--- src/rtl/assert_macros.svh ---
// Assertion macros used by the RTL of the PID regulator.
// Depends on nothing; the clock and reset names clk and arst_n are assumed in scope.
`ifndef ASSERT_MACROS_SVH
`define ASSERT_MACROS_SVH
`ifndef SYNTHESIS
// Checked only while out of reset.
`define ASSERT_CLK(lbl, prop, msg) lbl: assert property (@(posedge clk) \
	disable iff (!arst_n) prop) else $error(msg);
// Checked at every edge, reset included.
`define ASSERT_ALWAYS(lbl, prop, msg) lbl: assert property (@(posedge clk) \
	prop) else $error(msg);
`else
`define ASSERT_CLK(lbl, prop, msg)
`define ASSERT_ALWAYS(lbl, prop, msg)
`endif
`endif

--- src/rtl/pca_pkg.sv ---
// Types, widths, codes and helpers of the clamped PID regulator.
// Depends on nothing.
package pca_pkg;
	localparam int unsigned DATA_W  = 32;
	localparam int unsigned DT_W    = 31;
	localparam int unsigned ERR_W   = 33;
	localparam int unsigned MCAND_W = 49;
	localparam int unsigned MPLR_W  = 33;
	localparam int unsigned PROD_W  = MCAND_W + 1 + MPLR_W;
	localparam int unsigned SUM_W   = PROD_W + 1;
	localparam int unsigned INTEG_W = 48;
	localparam int unsigned STEP_W  = 49;
	localparam int unsigned CNT_W   = 6;
	localparam int unsigned IDX_W   = 3;

	localparam logic [1:0] LS_WITHIN = 2'd0;
	localparam logic [1:0] LS_MAX    = 2'd1;
	localparam logic [1:0] LS_MIN    = 2'd2;

	localparam logic CMD_UPDATE = 1'b0;
	localparam logic CMD_CLEAR  = 1'b1;

	localparam logic [IDX_W-1:0] REG_GAIN_P    = 3'd0;
	localparam logic [IDX_W-1:0] REG_GAIN_I    = 3'd1;
	localparam logic [IDX_W-1:0] REG_GAIN_D    = 3'd2;
	localparam logic [IDX_W-1:0] REG_STEP_TIME = 3'd3;
	localparam logic [IDX_W-1:0] REG_DRIVE_MIN = 3'd4;
	localparam logic [IDX_W-1:0] REG_DRIVE_MAX = 3'd5;

	localparam logic signed [INTEG_W-1:0] INTEG_MAX = 48'sh7FFF_FFFF_FFFF;
	localparam logic signed [INTEG_W-1:0] INTEG_MIN = 48'sh8000_0000_0000;

	typedef logic signed [INTEG_W+1:0] integ_ext_t;

	// Saturate a widened integral value to the 48-bit range.
	function automatic logic signed [INTEG_W-1:0] sat_integ(input integ_ext_t x);
		logic signed [INTEG_W-1:0] r;
		if (x > integ_ext_t'(INTEG_MAX)) begin
			r = INTEG_MAX;
		end else if (x < integ_ext_t'(INTEG_MIN)) begin
			r = INTEG_MIN;
		end else begin
			r = x[INTEG_W-1:0];
		end
		return r;
	endfunction
endpackage

--- src/rtl/pid_clamped_antiwindup.sv ---
// PID regulator in Q16.16 with derivative on measurement and clamping anti-windup.
// Depends on pca_pkg and assert_macros.svh.
// An update item runs four serial products (error times dt, then the P, I and D terms),
// an integral step and a clamp step; the clamp step waits for a free output register.
// A new item is taken only in idle; a clear item is applied when accepted, with no output.
// Reset (arst_n low, asynchronous) restores register defaults and empties the block.
`include "assert_macros.svh"
module pid_clamped_antiwindup (
	input  logic                                clk,
	input  logic                                arst_n,
	input  logic                                cfg_wr_en,
	input  logic [pca_pkg::IDX_W-1:0]           cfg_index,
	input  logic [pca_pkg::DATA_W-1:0]          cfg_data,
	input  logic                                in_valid,
	output logic                                in_ready,
	input  logic                                cmd,
	input  logic signed [pca_pkg::DATA_W-1:0]   target,
	input  logic signed [pca_pkg::DATA_W-1:0]   sample,
	output logic                                out_valid,
	input  logic                                out_ready,
	output logic signed [pca_pkg::DATA_W-1:0]   drive,
	output logic [1:0]                          limit_status
);
	typedef enum logic [2:0] {
		S_IDLE, S_MUL_DT, S_STEP, S_MUL_P, S_MUL_I, S_MUL_D, S_CLAMP
	} state_t;

	localparam int unsigned HI_W  = pca_pkg::MCAND_W + 1;
	localparam int unsigned LO_W  = pca_pkg::MPLR_W - 1;
	localparam int unsigned OUT_W = pca_pkg::SUM_W - 16;

	state_t state_q;

	// Configuration registers.
	logic signed [pca_pkg::DATA_W-1:0] gain_p_q, gain_i_q, gain_d_q;
	logic signed [pca_pkg::DATA_W-1:0] drive_min_q, drive_max_q;
	logic [pca_pkg::DT_W-1:0]          step_time_q;
	logic [pca_pkg::DT_W-1:0]          dt_eff;

	// Controller state and per-item registers.
	logic signed [pca_pkg::INTEG_W-1:0] integ_q;
	logic signed [pca_pkg::DATA_W-1:0]  last_q;
	logic signed [pca_pkg::ERR_W-1:0]   err_q;
	logic signed [pca_pkg::STEP_W-1:0]  step_q;
	logic signed [pca_pkg::SUM_W-1:0]   sum_q;
	logic                               out_valid_q;
	logic signed [pca_pkg::DATA_W-1:0]  drive_q;
	logic [1:0]                         status_q;

	// Serial multiplier.
	logic signed [pca_pkg::MCAND_W-1:0] mcand_q;
	logic [pca_pkg::MPLR_W-1:0]         mplr_q;
	logic signed [pca_pkg::PROD_W-1:0]  acc_q;
	logic [pca_pkg::CNT_W-1:0]          mcnt_q;
	logic signed [HI_W:0]               mul_t;
	logic signed [HI_W:0]               mul_add;
	logic signed [pca_pkg::PROD_W-1:0]  acc_nx;
	logic                               mul_last;

	// Serial divider.
	logic [pca_pkg::STEP_W-1:0]         num_q;
	logic [pca_pkg::DT_W-1:0]           rem_q;
	logic [pca_pkg::STEP_W-1:0]         quo_q;
	logic [pca_pkg::CNT_W-1:0]          dcnt_q;
	logic                               div_busy_q;
	logic                               div_neg_q;
	logic [pca_pkg::DT_W:0]             div_trial;
	logic                               div_ge;
	logic signed [pca_pkg::STEP_W-1:0]  deriv;

	// Item-entry and finishing terms.
	logic                               in_accept;
	logic signed [pca_pkg::ERR_W-1:0]   err_in;
	logic signed [pca_pkg::ERR_W-1:0]   diff_in;
	logic [pca_pkg::ERR_W-1:0]          diff_mag;
	logic signed [pca_pkg::STEP_W-1:0]  step_nx;
	logic signed [pca_pkg::INTEG_W-1:0] integ_add;
	logic signed [pca_pkg::INTEG_W-1:0] integ_undo;
	logic signed [OUT_W-1:0]            out_val;
	logic                               above_max;
	logic                               below_min;
	logic                               out_free;

	assign dt_eff    = (step_time_q == '0) ? pca_pkg::DT_W'(1) : step_time_q;
	assign in_ready  = (state_q == S_IDLE);
	assign in_accept = in_valid && in_ready;
	assign out_valid = out_valid_q;
	assign drive     = drive_q;
	assign limit_status = status_q;
	assign out_free  = !out_valid_q || out_ready;

	// Error and measurement change of the incoming item.
	assign err_in   = pca_pkg::ERR_W'(target) - pca_pkg::ERR_W'(sample);
	assign diff_in  = pca_pkg::ERR_W'(last_q) - pca_pkg::ERR_W'(sample);
	assign diff_mag = diff_in[pca_pkg::ERR_W-1] ? pca_pkg::ERR_W'(-diff_in)
		: pca_pkg::ERR_W'(diff_in);

	// One shift-add step: add the multiplicand on a set multiplier bit, subtract on
	// the sign bit, then shift the partial product right.
	assign mul_last = (mcnt_q == pca_pkg::CNT_W'(pca_pkg::MPLR_W - 1));
	assign mul_add  = mplr_q[0] ? (HI_W+1)'(mcand_q) : '0;
	assign mul_t    = mul_last
		? (HI_W+1)'($signed(acc_q[pca_pkg::PROD_W-1 -: HI_W])) - mul_add
		: (HI_W+1)'($signed(acc_q[pca_pkg::PROD_W-1 -: HI_W])) + mul_add;
	assign acc_nx   = {mul_t, acc_q[LO_W:1]};

	// Step of the integral: floor of error times dt over 2^16.
	assign step_nx  = acc_nx[pca_pkg::STEP_W+15:16];
	assign integ_add = pca_pkg::sat_integ(pca_pkg::integ_ext_t'(integ_q)
		+ pca_pkg::integ_ext_t'(step_q));
	assign integ_undo = pca_pkg::sat_integ(pca_pkg::integ_ext_t'(integ_q)
		- pca_pkg::integ_ext_t'(step_q));

	// Restoring division, one quotient bit per cycle.
	assign div_trial = {rem_q, num_q[pca_pkg::STEP_W-1]};
	assign div_ge    = (div_trial >= {1'b0, dt_eff});
	assign deriv     = div_neg_q ? pca_pkg::STEP_W'(-$signed(quo_q)) : $signed(quo_q);

	// Clamp decision on the floored sum.
	assign out_val   = sum_q[pca_pkg::SUM_W-1:16];
	assign above_max = out_val > OUT_W'(drive_max_q);
	assign below_min = out_val < OUT_W'(drive_min_q);

	// Configuration writes; unknown indexes are ignored.
	always_ff @(posedge clk or negedge arst_n) begin
		if (!arst_n) begin
			gain_p_q    <= '0;
			gain_i_q    <= '0;
			gain_d_q    <= '0;
			step_time_q <= pca_pkg::DT_W'(65536);
			drive_min_q <= 32'sh8000_0000;
			drive_max_q <= 32'sh7FFF_FFFF;
		end else if (cfg_wr_en) begin
			case (cfg_index)
				pca_pkg::REG_GAIN_P:    gain_p_q    <= cfg_data;
				pca_pkg::REG_GAIN_I:    gain_i_q    <= cfg_data;
				pca_pkg::REG_GAIN_D:    gain_d_q    <= cfg_data;
				pca_pkg::REG_STEP_TIME: step_time_q <= cfg_data[pca_pkg::DT_W-1:0];
				pca_pkg::REG_DRIVE_MIN: drive_min_q <= cfg_data;
				pca_pkg::REG_DRIVE_MAX: drive_max_q <= cfg_data;
				default: ;
			endcase
		end
	end

	// Divider for the derivative, started when an update item enters.
	always_ff @(posedge clk or negedge arst_n) begin
		if (!arst_n) begin
			div_busy_q <= 1'b0;
			dcnt_q     <= '0;
		end else if (in_accept && cmd == pca_pkg::CMD_UPDATE) begin
			div_busy_q <= 1'b1;
			dcnt_q     <= '0;
		end else if (div_busy_q) begin
			dcnt_q <= dcnt_q + 1'b1;
			if (dcnt_q == pca_pkg::CNT_W'(pca_pkg::STEP_W - 1)) begin
				div_busy_q <= 1'b0;
			end
		end
	end

	always_ff @(posedge clk) begin
		if (in_accept && cmd == pca_pkg::CMD_UPDATE) begin
			div_neg_q <= diff_in[pca_pkg::ERR_W-1];
			num_q     <= {diff_mag, 16'b0};
			rem_q     <= '0;
			quo_q     <= '0;
		end else if (div_busy_q) begin
			num_q <= {num_q[pca_pkg::STEP_W-2:0], 1'b0};
			rem_q <= div_ge ? pca_pkg::DT_W'(div_trial - {1'b0, dt_eff})
				: div_trial[pca_pkg::DT_W-1:0];
			quo_q <= {quo_q[pca_pkg::STEP_W-2:0], div_ge};
		end
	end

	// Sequencer, multiplier, controller state and output register.
	always_ff @(posedge clk or negedge arst_n) begin
		if (!arst_n) begin
			state_q     <= S_IDLE;
			integ_q     <= '0;
			last_q      <= '0;
			out_valid_q <= 1'b0;
			mcnt_q      <= '0;
			mcand_q     <= '0;
			mplr_q      <= '0;
			acc_q       <= '0;
			err_q       <= '0;
			step_q      <= '0;
			sum_q       <= '0;
			drive_q     <= '0;
			status_q    <= pca_pkg::LS_WITHIN;
		end else begin
			if (out_valid_q && out_ready) begin
				out_valid_q <= 1'b0;
			end
			if (state_q != S_IDLE && state_q != S_STEP && state_q != S_CLAMP) begin
				acc_q  <= acc_nx;
				mplr_q <= {1'b0, mplr_q[pca_pkg::MPLR_W-1:1]};
				mcnt_q <= mcnt_q + 1'b1;
			end
			case (state_q)
				S_IDLE: begin
					if (in_accept) begin
						if (cmd == pca_pkg::CMD_CLEAR) begin
							integ_q <= '0;
							last_q  <= '0;
						end else begin
							err_q   <= err_in;
							last_q  <= sample;
							mcand_q <= pca_pkg::MCAND_W'(err_in);
							mplr_q  <= pca_pkg::MPLR_W'(dt_eff);
							acc_q   <= '0;
							mcnt_q  <= '0;
							state_q <= S_MUL_DT;
						end
					end
				end
				S_MUL_DT: begin
					if (mul_last) begin
						step_q  <= step_nx;
						state_q <= S_STEP;
					end
				end
				S_STEP: begin
					integ_q <= integ_add;
					sum_q   <= '0;
					mcand_q <= pca_pkg::MCAND_W'(err_q);
					mplr_q  <= pca_pkg::MPLR_W'(gain_p_q);
					acc_q   <= '0;
					mcnt_q  <= '0;
					state_q <= S_MUL_P;
				end
				S_MUL_P: begin
					if (mul_last) begin
						sum_q   <= sum_q + pca_pkg::SUM_W'(acc_nx);
						mcand_q <= pca_pkg::MCAND_W'(integ_q);
						mplr_q  <= pca_pkg::MPLR_W'(gain_i_q);
						acc_q   <= '0;
						mcnt_q  <= '0;
						state_q <= S_MUL_I;
					end
				end
				S_MUL_I: begin
					if (mul_last) begin
						sum_q   <= sum_q + pca_pkg::SUM_W'(acc_nx);
						mcand_q <= deriv;
						mplr_q  <= pca_pkg::MPLR_W'(gain_d_q);
						acc_q   <= '0;
						mcnt_q  <= '0;
						state_q <= S_MUL_D;
					end
				end
				S_MUL_D: begin
					if (mul_last) begin
						sum_q   <= sum_q + pca_pkg::SUM_W'(acc_nx);
						state_q <= S_CLAMP;
					end
				end
				S_CLAMP: begin
					// Hand the item over once the output register is free.
					if (out_free) begin
						out_valid_q <= 1'b1;
						state_q     <= S_IDLE;
						if (above_max) begin
							drive_q  <= drive_max_q;
							status_q <= pca_pkg::LS_MAX;
							if (err_q > 0) begin
								integ_q <= integ_undo;
							end
						end else if (below_min) begin
							drive_q  <= drive_min_q;
							status_q <= pca_pkg::LS_MIN;
							if (err_q < 0) begin
								integ_q <= integ_undo;
							end
						end else begin
							drive_q  <= out_val[pca_pkg::DATA_W-1:0];
							status_q <= pca_pkg::LS_WITHIN;
						end
					end
				end
				default: state_q <= S_IDLE;
			endcase
		end
	end

	`ASSERT_CLK(a_div_ready, (state_q == S_MUL_D) |-> !div_busy_q, "divider late")
	`ASSERT_CLK(a_clear_silent, (in_accept && cmd == pca_pkg::CMD_CLEAR && !out_valid_q) |=> !out_valid_q, "clear gave an item")
	`ASSERT_CLK(a_max_value, (out_valid_q && status_q == pca_pkg::LS_MAX) |-> (drive_q == drive_max_q), "bad max clamp")
	`ASSERT_ALWAYS(a_busy_not_ready, (state_q != S_IDLE) |-> !in_ready, "input taken while busy")
endmodule
--- config.mk ---
export PLATFORM = sky130hd
export DESIGN_NAME = pid_clamped_antiwindup
export DESIGN_NICKNAME = d
export VERILOG_FILES = /design/src/rtl/pca_pkg.sv /design/src/rtl/pid_clamped_antiwindup.sv
export VERILOG_INCLUDE_DIRS = /design/src /design/src/rtl
export SDC_FILE = /design/constraint.sdc
export NUM_CORES = 2
export LEC_CHECK = 0
export BUFFER_PORTS_ARGS = -buffer_cell sky130_fd_sc_hd__buf_2
export CAP_MARGIN = 20
export CORE_UTILIZATION = 40
export CTS_CLUSTER_DIAMETER = 50
export DETAILED_ROUTE_END_ITERATION = 12
export SYNTH_ARGS = -nofsm -noshare
export SYNTH_HDL_FRONTEND = slang
export SYNTH_SLANG_ARGS = --single-unit
export TNS_END_PERCENT = 20
--- constraint.sdc ---
create_clock -name clk -period 24 [get_ports clk]
set_clock_uncertainty 0.2 [all_clocks]
set_input_delay 2.4 -clock clk [delete_from_list [all_inputs] [get_ports clk]]
set_output_delay 2.4 -clock clk [all_outputs]
set_load 0.01 [all_outputs]
Word level (Yosys, flattened, before mapping):

Index checks and enable logic that the tools add are counted.

* logic and storage cells: 169
* output and inout bits: 36
* register bits: 767
* input port bits: 105

* reduce and logical (&&, ||, !) cells: 31
* muxes and demuxes: 64
* eq/ne operators: 27
* $add $sub $neg: 12
* $lt $le $gt $ge: 9
* bitwise operators: 1

Operator list (count)
* two-way mux 48 bit: 11
* two-way mux 49 bit: 7
* two-way mux 83 bit: 4
* case mux 83 bit (3 select lines): 1
* two-way mux 33 bit: 6
* case mux 49 bit (4 select lines): 1
* case mux 84 bit (2 select lines): 1
* case mux 48 bit (3 select lines): 1
* case mux 33 bit (4 select lines): 1
* two-way mux 51 bit: 2
* greater-than comparator 50 x 48 -> 1 bit, second input constant: 2
* < comparator 50 x 48 -> 1 bit, second input constant: 2
* two-way mux 32 bit: 3
* adder 84 x 83 -> 84 bit: 1
* two-way mux 84 bit: 1
* greater-than comparator 68 x 32 -> 1 bit: 1
* < comparator 68 x 32 -> 1 bit: 1
* subtractor 32 x 32 -> 33 bit: 2
* two-way mux 31 bit: 2
* adder 50 x 51 -> 51 bit: 1
* subtractor 50 x 51 -> 51 bit: 1
* adder 48 x 49 -> 50 bit: 1
* subtractor 48 x 49 -> 50 bit: 1
* negator 49 bit: 1
* 35 further kinds: 89

Longest topological paths before layout:

* word-level depth: 9
* gate-level depth with buffers: 39
* depth with buffers taken out: 33

Worst setup path before layout:

Ideal clock, no wire load.

* path type: register -> register
* start point: reg mplr_q[0] in the netlist's numbering
* end point: reg sum_q[77] in the netlist's numbering
* setup time: 0.133 ns
* data required time: 23.667 ns
* slack: 16.361 ns
* stages on the path, launching flop included: 37
* period minus slack after synthesis: 7.639 ns
* arrival time: 7.306 ns
* path buffers: 6
* cell sequence: dfrtp_1 clkbuf_1 clkbuf_1 clkbuf_1 clkbuf_1 nand2_1 ha_1 nand3_1 a21o_1 a21oi_1 nor2_1 or2_2 clkbuf_1 nand3_1 ha_1 o211ai_1 a21oi_1 o41ai_1 nand2_1 a31oi_1 o21ai_0 and2_1 o21a_1 nor2_1 xnor2_1 ha_1 clkbuf_1 and4_1 nand3_1 nor4_1 and3_1 a31oi_1 o31ai_1 a21oi_1 o21ai_0 xnor2_1 o21ai_0

* word-level cells in the longest chain between the ends: 6
* elaborated cells on any way between the ends: 7
* those cells by class: 3 x add/sub; 4 x mux

RTL lines
* start, declared: line pid_clamped_antiwindup.sv:52 `logic [pca_pkg::MPLR_W-1:0] mplr_q;`
* start signal, assigned: line pid_clamped_antiwindup.sv:198 `mplr_q <= {1'b0, mplr_q[pca_pkg::MPLR_W-1:1]};`
* start signal, assigned: line pid_clamped_antiwindup.sv:211 `mplr_q <= pca_pkg::MPLR_W'(dt_eff);`
* start signal, assigned: line pid_clamped_antiwindup.sv:228 `mplr_q <= pca_pkg::MPLR_W'(gain_p_q);`
* two-way mux 51 bit (*): line pid_clamped_antiwindup.sv:101 `assign mul_add = mplr_q[0] ? (HI_W+1)'(mcand_q) : '0;`
* adder 50 x 51 -> 51 bit / subtractor 50 x 51 -> 51 bit (equally long branches): line pid_clamped_antiwindup.sv:104, pid_clamped_antiwindup.sv:103
* two-way mux 51 bit (*): line pid_clamped_antiwindup.sv:103 `? (HI_W+1)'($signed(acc_q[pca_pkg::PROD_W-1 -: HI_W])) - mul_add`
* via mul_t[22]: line pid_clamped_antiwindup.sv:55 `logic signed [HI_W:0] mul_t;`
* adder 84 x 83 -> 84 bit (*): line pid_clamped_antiwindup.sv:235, pid_clamped_antiwindup.sv:245, pid_clamped_antiwindup.sv:255
* two-way mux 84 bit (*): line pid_clamped_antiwindup.sv:234, pid_clamped_antiwindup.sv:244, pid_clamped_antiwindup.sv:254
* case mux 84 bit (2 select lines) (*): line pid_clamped_antiwindup.sv:201 `case (state_q)`
* end signal, assigned: line pid_clamped_antiwindup.sv:235 `sum_q <= sum_q + pca_pkg::SUM_W'(acc_nx);`
* end signal, assigned: line pid_clamped_antiwindup.sv:245 `sum_q <= sum_q + pca_pkg::SUM_W'(acc_nx);`
* end signal, assigned: line pid_clamped_antiwindup.sv:255 `sum_q <= sum_q + pca_pkg::SUM_W'(acc_nx);`
* end, declared: line pid_clamped_antiwindup.sv:45 `logic signed [pca_pkg::SUM_W-1:0] sum_q;`

Mark *: on every way through the listed nets, which the timed path passes. The rest lies on a longest branch. The select of a mux whose other input is x is not followed.
A chain may end at the register's enable or synchronous reset.

Final worst setup path:

* start point: reg mcand_q[21] in the netlist's numbering
* end point: reg sum_q[77] in the netlist's numbering

* word-level cells in the longest chain between the ends: 6
* elaborated cells on any way between the ends: 7
* those cells by class: 3 x add/sub; 4 x mux

RTL lines
* start, declared: line pid_clamped_antiwindup.sv:51 `logic signed [pca_pkg::MCAND_W-1:0] mcand_q;`
* start signal, assigned: line pid_clamped_antiwindup.sv:210 `mcand_q <= pca_pkg::MCAND_W'(err_in);`
* start signal, assigned: line pid_clamped_antiwindup.sv:227 `mcand_q <= pca_pkg::MCAND_W'(err_q);`
* start signal, assigned: line pid_clamped_antiwindup.sv:236 `mcand_q <= pca_pkg::MCAND_W'(integ_q);`
* two-way mux 51 bit (*): line pid_clamped_antiwindup.sv:101
* adder 50 x 51 -> 51 bit / subtractor 50 x 51 -> 51 bit (equally long branches): line pid_clamped_antiwindup.sv:104, pid_clamped_antiwindup.sv:103
* two-way mux 51 bit (*): line pid_clamped_antiwindup.sv:103
* via mul_t[22]: line pid_clamped_antiwindup.sv:55
* adder 84 x 83 -> 84 bit (*): line pid_clamped_antiwindup.sv:235, pid_clamped_antiwindup.sv:245, pid_clamped_antiwindup.sv:255
* two-way mux 84 bit (*): line pid_clamped_antiwindup.sv:234, pid_clamped_antiwindup.sv:244, pid_clamped_antiwindup.sv:254
* case mux 84 bit (2 select lines) (*): line pid_clamped_antiwindup.sv:201

Marked as above.

==> impl_metrics.json <==
{
  "synthMuxAreaShare_pct": 7.42,
  "cts_made_buffers": 110,
  "clock_latency_ps": 750,
  "clock.fmax_mhz": 112,
  "synth-adder-area-share_pct": 10.6,
  "relSlewSlack_pct": 16.0,
  "final_cells": 8534,
  "ys_ff_latch": 766,
  "synthesis.nets": 7191,
  "vias": 49758,
  "totalWireLength_microns": 183000,
  "post-cts-setup-buffers": 0,
  "antenna_found_initial": 12,
  "io_pins": 141,
  "synth_top_family_by_area": "compound AO/OA/AOI/OAI gates",
  "grt_util_all_layers_pct": 25.2,
  "critPathMaxStageDelay_ps": 710,
  "synth-simple-area-share_pct": 15.1,
  "final_common_cell": "nand2_1",
  "dieArea_sq_um": 143000,
  "status": "finished, final reports clean",
  "yosys-top-cells-area": "dfrtp_1 (27%), ha_1 (10%), o21ai_0 (5.2%)",
  "route.detailed.drc": 0,
  "worst_ep_required_time_ps": 24330,
  "place_inst": 8319,
  "final_util_pct": 45.0,
  "synth_edf_count": 34,
  "holdBufCountCts": 0,
  "syn-instance-count": 6608,
  "synth_compound_area_share_pct": 23.5,
  "wl_per_cell_microns": 21.4,
  "final_cell_mix": "nand2_1 (761), dfrtp_1 (616), o21ai_0 (588)",
  "cp-end-kind": "register",
  "clockBufferDepth": 3,
  "syn_area_sq_um": 56700,
  "synth_cell_types": 89,
  "synth_ff_type": "dfrtp_1",
  "dp_hpwl_microns": 136000,
  "post-route-period-util_pct": 37.2,
  "dr.pass1.iters": 8,
  "hold_viol_final": 0,
  "portBuffers": 140,
  "final_antenna_net_count": 0,
  "power_density_nw_per_um2": 76.4,
  "grt_overflow": 0,
  "critPathSlowestCell": "o41ai_1",
  "root_buffer": "clkbuf_16",
  "synth-xor-area-share_pct": 5.30,
  "avgViaCountPerCell": 5.83,
  "crit_family": "compound AO/OA/AOI/OAI gates",
  "finalSetupTns_ps": 0,
  "core_area_sq_um": 140000,
  "min_path_type": "reg2reg",
  "path_clk_slew_ps": 60,
  "synth_top_area_cell": "dfrtp_1",
  "synth_warnings": 0,
  "postCtsResizedCells": 0,
  "numClockSinks": 766,
  "hold_ws_ps": 264,
  "yosysTopAreaCellShare_pct": 27.3,
  "area_delta_synth_final_pct": 11.3,
  "grt_pass1_vias": 48187,
  "place.gp.congestion": 0.944,
  "grt_pass1_wl_microns": 284000,
  "cp_max_fo": 13,
  "fp.dieH_microns": 378,
  "setup_viol": 0,
  "rsz0062_at_grt": "no",
  "start_util_pct": 40.5,
  "ir_drop_mv": 0.0847,
  "critical_path_class": "reg2reg",
  "avgSynthCellArea_sq_um": 8.57,
  "postSynth.asyncResetShare_pct": 85.1,
  "worst_pin_slew_ps": 1250,
  "die_x_microns": 378,
  "seq_area_frac_synth_pct": 33.5,
  "p_leak_uw": 0.0294,
  "cap_violations": 0,
  "final_layout_size_suffix_gt1_share_pct": 12.0,
  "grt_max_degree": 135,
  "nets": 7142,
  "cp-start-kind": "register",
  "cts_tree": "done",
  "drv_slew": 0,
  "total_power_uw": 4820,
  "rows": 137,
  "drtIter0Drc": 4313,
  "htreeDepth": 3,
  "worstPathArrival_ps": 9270,
  "crit_buf_inv": 0,
  "period_minus_slack_ps": 8940
}
==> per-layer routing <==
metal | wire, microns | GRT usage (%) | up-vias
li1 | - | - | 23900
met1 | 81300 | 33.6 | 24251
met4 | 6210 | 8.48 | 6
met3 | 9750 | 3.72 | 296
met2 | 85700 | 41.5 | 1305
met5 | 45 | 0 | -
==> worst paths after layout <==
check                                  from  slack, ps           to  cells after the start
worst max-delay path            mcand_q[21]      15060    sum_q[77]                     30
worst min-delay path              rem_q[30]        260    rem_q[30]                      2
worst max register to register  mcand_q[21]      15060    sum_q[77]                     30
worst min register to register    rem_q[30]        260    rem_q[30]                      2
max in group asynchronous            arst_n      18820    sum_q[78]                      4
min in group asynchronous            arst_n       1550  gain_d_q[6]                      1
==> cells in the mapped netlist, drive strengths merged (130+ instances only) <==
library cell,number
ha,471
mux2i,142
a21o,219
mux2,247
clkbuf,322
nor2,461
dfrtp,619
inv,315
nand3,130
o21ai,590
a21oi,526
nand2,766
xnor2,216
==> through the flow <==
step / setup slack (ps) / instance area, sq um
global route: 14360 / 63000
global placement: 15400 / 59000
finish: 15060 / 63100
floorplan: 16360 / 56700
CTS: 15180 / 63000
detailed placement: 15240 / 59000
==> final cells by class <==
cell class                      count  area, sq um
Fill cell                       13709        77000
Multi-Input combinational cell   5157        35300
Sequential cell                   766        19000
Clock buffer                      129         2970
Tap cell                         1876         2350
Timing Repair Buffer              208         1230
Inverter                          316         1190
Clock inverter                     79         1040
Antenna cell                        3         7.51
==> worst min-delay path: cells and delay by family (launching register included) <==
family          cells  cell delay [ps]
buf+inv             1               50
flops               1              310
compound gates      1               50
==> sequential cells by signal, summed over array words and instances, names as in the netlist, 33 cells and up <==
name / flops
step_q: 49
integ_q: 48
quo_q: 49
num_q: 33
mcand_q: 49
acc_q: 82
sum_q: 84
mplr_q: 33
err_q: 33
==> cells by family (layout without fill, tap and decap cells) <==
logic type,after synthesis,after routing
AO/OA/AOI/OAI,2077,2077
AND/OR/NAND/NOR,1870,1870
flip-flops,766,766
buffers and inverters,685,732
adder cells (fa/ha/maj),478,478
multiplexers,389,389
XOR/XNOR,343,343
other,0,3
==> power breakdown <==
| part | internal (uW) | switching [uW] |
|---|---|---|
| Sequential | 1470 | 133 |
| Combinational | 610 | 851 |
| Clock | 1060 | 699 |
(Power assumes the default switching activity.)
